`src/hw/rtl/lmsf_ram.sv`:
```
`timescale 1ns / 1ps
// ----------------------------------------------------------------------------
// lmsf_ram
// Generic single-write, single-read RAM with registered read data.
// ----------------------------------------------------------------------------
module lmsf_ram #(
    parameter int WIDTH = 32,
    parameter int DEPTH = 32
) (
    input  logic                                     aclk,
    input  logic                                     we,
    input  logic [(DEPTH > 1 ? $clog2(DEPTH) : 1)-1:0] waddr,
    input  logic [WIDTH-1:0]                         wdata,
    input  logic [(DEPTH > 1 ? $clog2(DEPTH) : 1)-1:0] raddr,
    output logic [WIDTH-1:0]                         rdata
);

    logic [WIDTH-1:0] mem [DEPTH];
    logic [WIDTH-1:0] rdata_reg;

    always_ff @(posedge aclk) begin
        if (we) begin
            mem[waddr] <= wdata;
        end
        rdata_reg <= mem[raddr];
    end

    assign rdata = rdata_reg;

endmodule

```
`config.mk`:
```
export PLATFORM = sky130hd
export DESIGN_NAME = lmsf_ram
export DESIGN_NICKNAME = d
export VERILOG_FILES = /design/src/hw/rtl/lmsf_ram.sv
export SDC_FILE = /design/constraint.sdc
export NUM_CORES = 1
export LEC_CHECK = 0
export BUFFER_PORTS_ARGS = -buffer_cell sky130_fd_sc_hd__buf_4
export CAP_MARGIN = 10
export CORE_UTILIZATION = 30
export DETAILED_ROUTE_END_ITERATION = 10
export GPL_TIMING_DRIVEN = 1
export SYNTH_ARGS = -nofsm -noshare
export SYNTH_HDL_FRONTEND = slang
export SYNTH_SLANG_ARGS = --single-unit
```
`constraint.sdc`:
```
create_clock -name aclk -period 2.9 [get_ports aclk]
set_clock_uncertainty 0.15 [all_clocks]
set_input_delay 0.435 -clock aclk [delete_from_list [all_inputs] [get_ports aclk]]
set_output_delay 0.435 -clock aclk [all_outputs]
set_load 0.02 [all_outputs]
```
==> out/metrics.yaml <==
status: "finished, violations left"
violations: "DRC"
drt-initial-drc-count: 1560
min_path_type: "primary input to register"
tightest_slew_ns: 0.5447
synth_cell_type_count: 25
leakage_nw: 16.43
layout-drive-gt1-share_pct: 14.83
initial_utilization_pct: 30.30
postSynthAreaPerCell_um2: 17.91
rows: 134
dr.pass1.iters: 8
utilization_pct: 35.82
track_usage_pct: 14.47
cts_resized: 0
setup_tns_ns: 0
fillers: 12340
clock_path_buffers: 3
max_freq_mhz: 484.3
synth_ff_type: "edfxtp_1"
grt-ovfl-total: 0
dieArea_mm2: 0.1364
dp_cells: 4086
cap_violations: 0
final_common_cell: "edfxtp_1"
timing.final.max_slew_violations: 0
max_stage_delay_ns: 0.57
clock-sinks: 1056
clk_latency_ns: 0.68
grt_start_max_net_pins: 67
crit_path_max_fanout: 1
worstPathCellList: "buf_4"
irDropWorstVdd_mv: 0.4458
path_clk_slew_ns: 0.06
relSlewSlack_pct: 63.40
synth_nets: 2304
power_mw: 32.12
cts_tree: "built"
rsz0062_at_grt: "false"
gp_congestion: 0.7399
rr_endpoint: "rdata[8]"
cts-root-buf: "clkbuf_16"
synth_seq_cells: 1056
largest_reg_flops: 1024
areaGrowthSynthToFinish_pct: 18.22
cp-start-kind: "register"
cp_data_required_time_ns: 2.32
ys_warn_count: 0
wl_per_cell_um: 23.21
core-area_mm2: 0.1336
numPortBuffers: 75
vias: 20950
die_x_um: 369.4
hold_start: "wdata[26]"
rr_worst_depth: 5
nNetsFinal: 2492
drc: 14
routed_wl_mm: 99.96
synth_edf_count: 1024
antenna_left: 0
reg2reg_from: "mem[7][8]"
hold_path_depth: 1
min_period_ns: 2.065
powerDensity_mw_per_mm2: 671.2
hold_ws_ns: 0.03785
cp_top_family: "flip-flops"
die_height_um: 369.4
path_buf_inv: 1
synth_area_mm2: 0.04049
cts.htree.levels: 3
crit_arrival_ns: 1.48
synthCells: 2260
first_global_vias: 20990
hold_end: "mem[19][26]"
final_cell_mix: "edfxtp_1, mux2i_1, buf_4, clkbuf_16, nand3_1"
crit_path_end_kind: "output port"
ys_seq_area_share_pct: 77.54
dp_hpwl_mm: 54.10
setup_viol: 0
vias_per_cell: 4.864
slowest_stage: "dfxtp_1"
numCtsBuffers: 104
layoutNonFillerInstCount: 4307
r2r_slack_ns: 1.31
async_reset_ff_share_pct: 0
antenna_found_initial: 7
io_pins: 76
post-route-period-util_pct: 71.21
grt_pass1_wl_mm: 145.1
finalHoldViolations: 0
critPathKind: "register to output port"
through the flow:
step	setup WS, ns	cell area [um^2]
after global placement	0.5411	44220
after global routing	0.8321	47860
after floorplan	-0.1191	40490
after detailed placement	0.5286	44220
final	0.8350	47860
after CTS	0.8180	47850
cells in the mapped netlist (5+ instances only):
library cell	number	area (um^2)
edfxtp_1	1024	30750
mux2i_1	512	5125
nand2_1	98	367.9
nand3_1	98	490.5
a21oi_1	96	480.5
a22oi_1	96	720.7
a22o_1	64	560.5
clkbuf_1	46	172.7
nor2_1	34	127.6
buf_4	33	247.7
a31oi_1	32	200.2
dfxtp_1	32	640.6
nor3_1	32	160.2
buf_2	26	130.1
buf_6	15	168.9
buf_1	5	18.77
nand3b_1	5	37.54
worst max path at each step:
stage	end	start	depth (start not counted)
after floorplan	mem[12][0]	waddr[1]	3
after global placement	rdata[11]	raddr[0]	7
after detailed placement	rdata[11]	raddr[0]	7
after CTS	rdata[12]	rdata[12]	1
after global routing	rdata[12]	rdata[12]	1
final	rdata[12]	rdata[12]	1
cells by family (layout without fill, tap and decap cells):
group | Yosys count | in the layout | synth area share (%)
multiplexers | 512 | 512 | 12.66
other | 0 | 3 | 0
flip-flops | 1056 | 1056 | 77.53
buffers and inverters | 127 | 403 | 1.860
AO/OA/AOI/OAI | 288 | 288 | 4.846
AND/OR/NAND/NOR | 277 | 277 | 3.100
cell type report:
| type | instances | area [um^2] | share of cell area, % |
|---|---|---|---|
| clock buffer | 143 | 2892 | 6.042 |
| sequential | 1056 | 31390 | 65.59 |
| tap | 1768 | 2212 | 4.622 |
| antenna | 3 | 7.507 | 0.01569 |
| clock inverter | 51 | 500.5 | 1.046 |
| timing repair buffer | 209 | 2250 | 4.700 |
| multi-input combinational | 1077 | 8610 | 17.99 |
routing by layer:
layer  part of all wire (%)  track usage (%)  routed length (um)
met4                    2.7            4.828                2669
met1                     44            19.16               43520
met2                     49            24.31               49300
met5                  0.058                0                  58
met3                    4.4            2.011                4415
report_power, final:
part	internal (mW)	total, mW	switching (mW)
registers	17.0	17.1	0.103
logic	0.648	1.77	1.13
clock network	7.69	13.3	5.60
what timing repair did:
item,CTS,global route
hold buffers,24,0
endpoints found under the hold margin,606,0
buffers inserted,0,0
Note: power is estimated with default switching activity, not from simulation.
