==> config.mk <==
export PLATFORM = sky130hd
export DESIGN_NAME = lmsf_datapath
export DESIGN_NICKNAME = d
export VERILOG_FILES = /design/src/hw/rtl/lmsf_pkg.sv /design/src/hw/rtl/lmsf_datapath.sv
export SDC_FILE = /design/constraint.sdc
export NUM_CORES = 2
export LEC_CHECK = 0
export BUFFER_PORTS_ARGS = -buffer_cell sky130_fd_sc_hd__buf_2
export CORE_ASPECT_RATIO = 2
export CORE_UTILIZATION = 55
export CTS_CLUSTER_SIZE = 10
export DETAILED_ROUTE_END_ITERATION = 16
export HOLD_SLACK_MARGIN = 0.08
export PLACE_DENSITY = 0.69
export SLEW_MARGIN = 10
export SYNTH_ARGS = -nofsm -noshare
export SYNTH_HDL_FRONTEND = slang
export SYNTH_SLANG_ARGS = --single-unit
==> constraint.sdc <==
create_clock -name aclk -period 8.09 [get_ports aclk]
set_input_delay 0.4045 -clock aclk [delete_from_list [all_inputs] [get_ports aclk]]
set_output_delay 0.4045 -clock aclk [all_outputs]
set_load 0.01 [all_outputs]
==> src/hw/rtl/lmsf_pkg.sv <==
`timescale 1ns / 1ps
// ----------------------------------------------------------------------------
// lmsf_pkg
// Shared types and constants for the LMS adaptive FIR filter.
// ----------------------------------------------------------------------------
package lmsf_pkg;

    // register map (index = byte address / 4)
    localparam int          PADDR_W       = 3;
    localparam logic        REG_STEP_SIZE = 1'b0;
    localparam logic [15:0] STEP_RESET    = 16'd655;

    // fixed-point widths
    localparam int MUE_W  = 34;   // step * error
    localparam int PROD_W = 50;   // shared multiplier output

    typedef enum logic [2:0] {
        ST_IDLE,
        ST_DOT,
        ST_RESULT,
        ST_MU,
        ST_EMIT,
        ST_UPD
    } lmsf_state_t;

    // controller -> datapath strobes
    typedef struct packed {
        logic acc_clr;  // clear accumulator for a new word
        logic res_ld;   // latch filter output and error
        logic mu_ld;    // latch step * error
        logic upd;      // weight update pass active
    } lmsf_dp_ctl_t;

endpackage

==> src/hw/rtl/lmsf_datapath.sv <==
`timescale 1ns / 1ps
// ----------------------------------------------------------------------------
// lmsf_datapath
// Shared multiplier pipeline: dot-product accumulate, output rounding and
// saturation, and the rounded, saturated weight update.
// ----------------------------------------------------------------------------
module lmsf_datapath
    import lmsf_pkg::*;
#(
    parameter int TAPS = 32
) (
    input  logic                                   aclk,
    input  logic                                   aresetn,
    input  lmsf_dp_ctl_t                           ctl,
    input  logic                                   rd_valid,
    input  logic [(TAPS > 1 ? $clog2(TAPS) : 1)-1:0] rd_idx,
    input  logic signed [15:0]                     tap,
    input  logic signed [31:0]                     weight,
    input  logic signed [15:0]                     desired,
    input  logic [15:0]                            step,
    output logic                                   busy,
    output logic signed [15:0]                     y,
    output logic signed [16:0]                     err,
    output logic                                   wr_en,
    output logic [(TAPS > 1 ? $clog2(TAPS) : 1)-1:0] wr_idx,
    output logic [31:0]                            wr_data
);

    localparam int AW    = (TAPS > 1) ? $clog2(TAPS) : 1;
    localparam int CNT_W = $clog2(TAPS + 1);
    localparam int ACC_W = PROD_W + CNT_W;
    localparam int SH_W  = ACC_W - 28;
    localparam logic signed [SH_W-1:0] Y_MAX = SH_W'(32767);
    localparam logic signed [SH_W-1:0] Y_MIN = -SH_W'(32768);

    logic signed [MUE_W-1:0]  op_a;
    logic signed [PROD_W-1:0] prod_c;
    logic signed [PROD_W-1:0] rnd_sum;
    logic signed [ACC_W-1:0]  acc_rnd;
    logic signed [SH_W-1:0]   acc_sh;
    logic signed [15:0]       y_c;
    logic signed [32:0]       wsum;

    logic                     va_reg;
    logic [AW-1:0]            a_idx_reg;
    logic signed [PROD_W-1:0] prod_reg;
    logic signed [31:0]       a_w_reg;
    logic                     vb_reg;
    logic [AW-1:0]            b_idx_reg;
    logic signed [31:0]       rnd_reg;
    logic signed [31:0]       b_w_reg;
    logic signed [ACC_W-1:0]  acc_reg;
    logic signed [MUE_W-1:0]  mu_err_reg;
    logic signed [15:0]       y_reg;
    logic signed [16:0]       err_reg;

    // one multiplier: weight * tap on the dot pass, (mu * err) * tap on update
    always_comb begin
        op_a   = ctl.upd ? mu_err_reg : {{(MUE_W - 32){weight[31]}}, weight};
        prod_c = op_a * tap;
    end

    // add 2^17, floor by 2^18
    assign rnd_sum = prod_reg + PROD_W'(131072);

    // filter output: add 2^27, floor by 2^28, clamp to 16 bits
    always_comb begin
        acc_rnd = acc_reg + (ACC_W'(1) << 27);
        acc_sh  = acc_rnd[ACC_W-1:28];
        if (acc_sh > Y_MAX) begin
            y_c = 16'sd32767;
        end else if (acc_sh < Y_MIN) begin
            y_c = -16'sd32768;
        end else begin
            y_c = acc_sh[15:0];
        end
    end

    // weight plus correction, clamped to 32 bits
    always_comb begin
        wsum = {b_w_reg[31], b_w_reg} + {rnd_reg[31], rnd_reg};
        if (wsum[32] != wsum[31]) begin
            wr_data = wsum[32] ? 32'h8000_0000 : 32'h7FFF_FFFF;
        end else begin
            wr_data = wsum[31:0];
        end
    end

    always_ff @(posedge aclk) begin
        if (!aresetn) begin
            va_reg <= 1'b0;
            vb_reg <= 1'b0;
        end else begin
            va_reg <= rd_valid;
            vb_reg <= va_reg & ctl.upd;
        end
    end

    always_ff @(posedge aclk) begin
        a_idx_reg <= rd_idx;
        prod_reg  <= prod_c;
        a_w_reg   <= weight;
        b_idx_reg <= a_idx_reg;
        rnd_reg   <= rnd_sum[PROD_W-1:18];
        b_w_reg   <= a_w_reg;
        if (ctl.acc_clr) begin
            acc_reg <= '0;
        end else if (va_reg && !ctl.upd) begin
            acc_reg <= acc_reg + {{(ACC_W - PROD_W){prod_reg[PROD_W-1]}}, prod_reg};
        end
        if (ctl.res_ld) begin
            y_reg   <= y_c;
            err_reg <= {desired[15], desired} - {y_c[15], y_c};
        end
        if (ctl.mu_ld) begin
            mu_err_reg <= $signed({1'b0, step}) * err_reg;
        end
    end

    assign busy   = va_reg | vb_reg;
    assign wr_en  = vb_reg;
    assign wr_idx = b_idx_reg;
    assign y      = y_reg;
    assign err    = err_reg;

endmodule

==> impl_results.md <==
* Required time of the critical path at 8.37 ns
* Syn nets at 5,879
* Clk slew on worst S/H paths at 0.06 ns
* Drt via density at 5.65
* Worst Setup End Kind: register
* DR pass1 iterations at 6
* Number of synthesized register bits at 281
* I/O pins at 164
* DIE WIDTH at 198 um
* Final hold vios at 0
* FFs w/ async S/R, synth at 0%
* Via count at 33,100
* Final WS setup at 0.658 ns
* Seq. cell area at 6300 um^2
* Hold Slack at 0.102 ns
* CP max stage delay at 1.04 ns
* Filler Cells Inserted at 6,821
* # rows at 143
* Unique masters post-synth at 85
* Clk sink count at 281
* Syn_area_per_cell at 9.00 um^2
* CP Data Arrival Time at 7.71 ns
* CTS resizes at 0
* Final period utilization at 91.9%
* Mapped cell area at 42,400 um^2
* Die height at 395 um
* Buffer count from post-CTS setup fixing at 0
* Max Fclk at 135 MHz
* Post-Route Skew at 0.0366 ns
* Fin area at 45,600 um^2
* Total wire length at 129,000 um
* Initial antenna violation count at 9
* Crit path time final at 7.43 ns
* RSZ-0062 raised after global routing: false
* Global-route wire length before repair at 200,000 um
* HPWL Detailed at 105,000 um
* Vias in the first global route at 36,100
* Yosys warnings at 0
* Maxcap violations at 0
* Layout overhead on the synthesized area at 7.57%
* Initial core utilization at 55.6%
* Crit-path cells: nand2_1 -> fa_1 -> fa_1 -> inv_1 -> fa_1 -> fa_1 -> inv_1 -> fa_1 -> inv_1 -> fa_1 -> ha_1 -> a21oi_1 -> nand2_1 -> nor2_1 -> o21ai_0 -> nand3_1 -> o211ai_1 -> a2111oi_0 -> o31ai_1 -> a21oi_1 -> xnor2_1
* Final global-route overflow total at 0
* CTS buffer count at 35
* Status: finished, final reports clean
* EDFF count, synth at 67
* Worst R2R Setup Slack at 0.66 ns
* Nets at 5,983
* GRT Overall Usage at 34.5%
* Area of the multi-input gates at 32,100 um^2
* Clock Tree Root: clkbuf_16
* Worst-path fanout max at 17
* Cell Area, Placed at 44,200 um^2
* Routability cong. at 1.01
* Register area share after synthesis at 14.8%
* Wirelength per Cell at 22.1 um
* Startpoint types: register
* Starting DRC count in detailed routing at 1,735
* Die area at 78,300 um^2
* Max reg flops at 56
* Final setup fails at 0
* Mapped Cells at 4,710
* Slew Viols, Final at 0
* Share of cells above drive strength 1 at 6.99%
* Worst-Skew Late Latency at 0.55 ns
* Worst Tran Pin Value at 1.06 ns
* Slowest-stage cell, CP: edfxtp_1
* CTS tree: done
* Longest Clk Path Bufs at 3
* Pre-CTS setup slack at 0.364 ns
* Total core area at 76,200 um^2
* Crit path top cell by count: fa_1
* Hold WC Path Type: input port to register
* CP Class: register to register
* Port Buf Inserts at 163
* Largest net degree at the start of global routing at 61
* Max_slew headroom at 29.4%
* H-Tree Depth at 2
* Antenna-violating nets left at 0
* Primary FF master, synth: dfxtp_1
* Setup TNS at 0 ns
* DRC violation count after routing at 0
-- layer usage --
metal | part of all wire (%) | GRT usage, % | vias to the layer above | wire [um]
met2 | 53 | 63.4 | 1213 | 68200
met3 | 5.4 | 4.95 | 539 | 6960
li1 | - | - | 14900 | -
met4 | 9.7 | 28.0 | 8 | 12500
met1 | 32 | 33.5 | 16400 | 41600
met5 | 0.040 | 0 | - | 52
-- critical path, delay by kind of cell, from the launching register on --
| family | cells | cell delay, ns |
|---|---|---|
| AO/OA/AOI/OAI | 6 | 1.69 |
| XOR/XNOR | 1 | 0.07 |
| adder cells (fa/ha/maj) | 7 | 3.54 |
| buffers and inverters | 3 | 0.17 |
| flip-flops | 1 | 1.04 |
| AND/OR/NAND/NOR | 4 | 0.63 |
-- cells in the final DEF, fill, tap and decap left out, types with 8 or more instances in the layout --
cell type / instances
inv_1: 882
fa_1: 726
nand2_1: 658
ha_1: 351
and2_1: 331
dfxtp_1: 214
a21oi_1: 212
buf_2: 163
xnor2_1: 140
nor2_1: 127
o21ai_0: 109
a21o_1: 84
xor2_1: 70
edfxtp_1: 67
nand3_1: 63
buf_4: 51
nor2b_1: 40
o21a_1: 40
nand2b_1: 38
and3_1: 37
clkbuf_16: 37
dlygate4sd3_1: 34
mux2_2: 30
a211oi_1: 27
nand4_1: 25
nor3_1: 21
o21bai_1: 21
a31oi_1: 17
clkbuf_1: 16
or3_1: 12
o211ai_1: 12
a21oi_2: 11
o31ai_1: 10
a211o_1: 9
diode_2: 8
a21boi_0: 8
or2_2: 8
-- path summary, 6_finish.rpt --
path                 from             end  depth (start not counted)
max                err[9]  mu_err_reg[33]                         21
min            weight[30]     a_w_reg[30]                          1
max reg2reg        err[9]  mu_err_reg[33]                         21
min reg2reg  a_idx_reg[1]       wr_idx[1]                          0
-- cell usage after synthesis (67+ instances only) --
cell | count | share of area, %
inv_1 | 882 | 7.8
fa_1 | 726 | 34
nand2_1 | 658 | 5.8
ha_1 | 351 | 10
and2_1 | 331 | 4.9
dfxtp_1 | 214 | 10
a21oi_1 | 212 | 2.5
clkbuf_1 | 157 | 1.4
xnor2_1 | 140 | 2.9
nor2_1 | 127 | 1.1
o21ai_0 | 109 | 1.3
a21o_1 | 84 | 1.5
xor2_1 | 70 | 1.4
edfxtp_1 | 67 | 4.7
-- layout make-up --
| cell class | count | area share (%) |
|---|---|---|
| Tap cell | 1015 | 2.78 |
| Inverter | 882 | 7.26 |
| Sequential cell | 281 | 13.8 |
| Antenna cell | 8 | 0.0439 |
| Multi-Input combinational cell | 3364 | 70.4 |
| Timing Repair Buffer | 250 | 3.46 |
| Clock buffer | 53 | 2.16 |
| Clock inverter | 6 | 0.0987 |
-- kinds of logic (layout without fill, tap and decap cells) --
kind of cell	count (synthesis)	count (layout)	share of synthesized area (%)
compound gates	634	634	9.62
fa+ha+maj	1084	1084	44.8
other cells	0	8	0
simple gates	1401	1401	16.0
flops	281	281	14.8
mux	35	35	0.915
buf+inv	1065	1191	9.50
xor+xnor	210	210	4.34
-- repair_timing --
item                                    CTS  global route
hold buffers                             34             0
endpoints found under the setup margin    0             0
hold endpoints to repair                 33             0
-- stage by stage --
step	cells	utilization (%)
finish	5859	59.9
global route	5856	59.8
CTS	5851	59.8
detailed placement	5758	58.0
global placement	5758	58.0
floorplan	4710	-
Power is not shown: default switching activity piles up to over one toggle a cycle in this logic, so the estimate is an artifact.
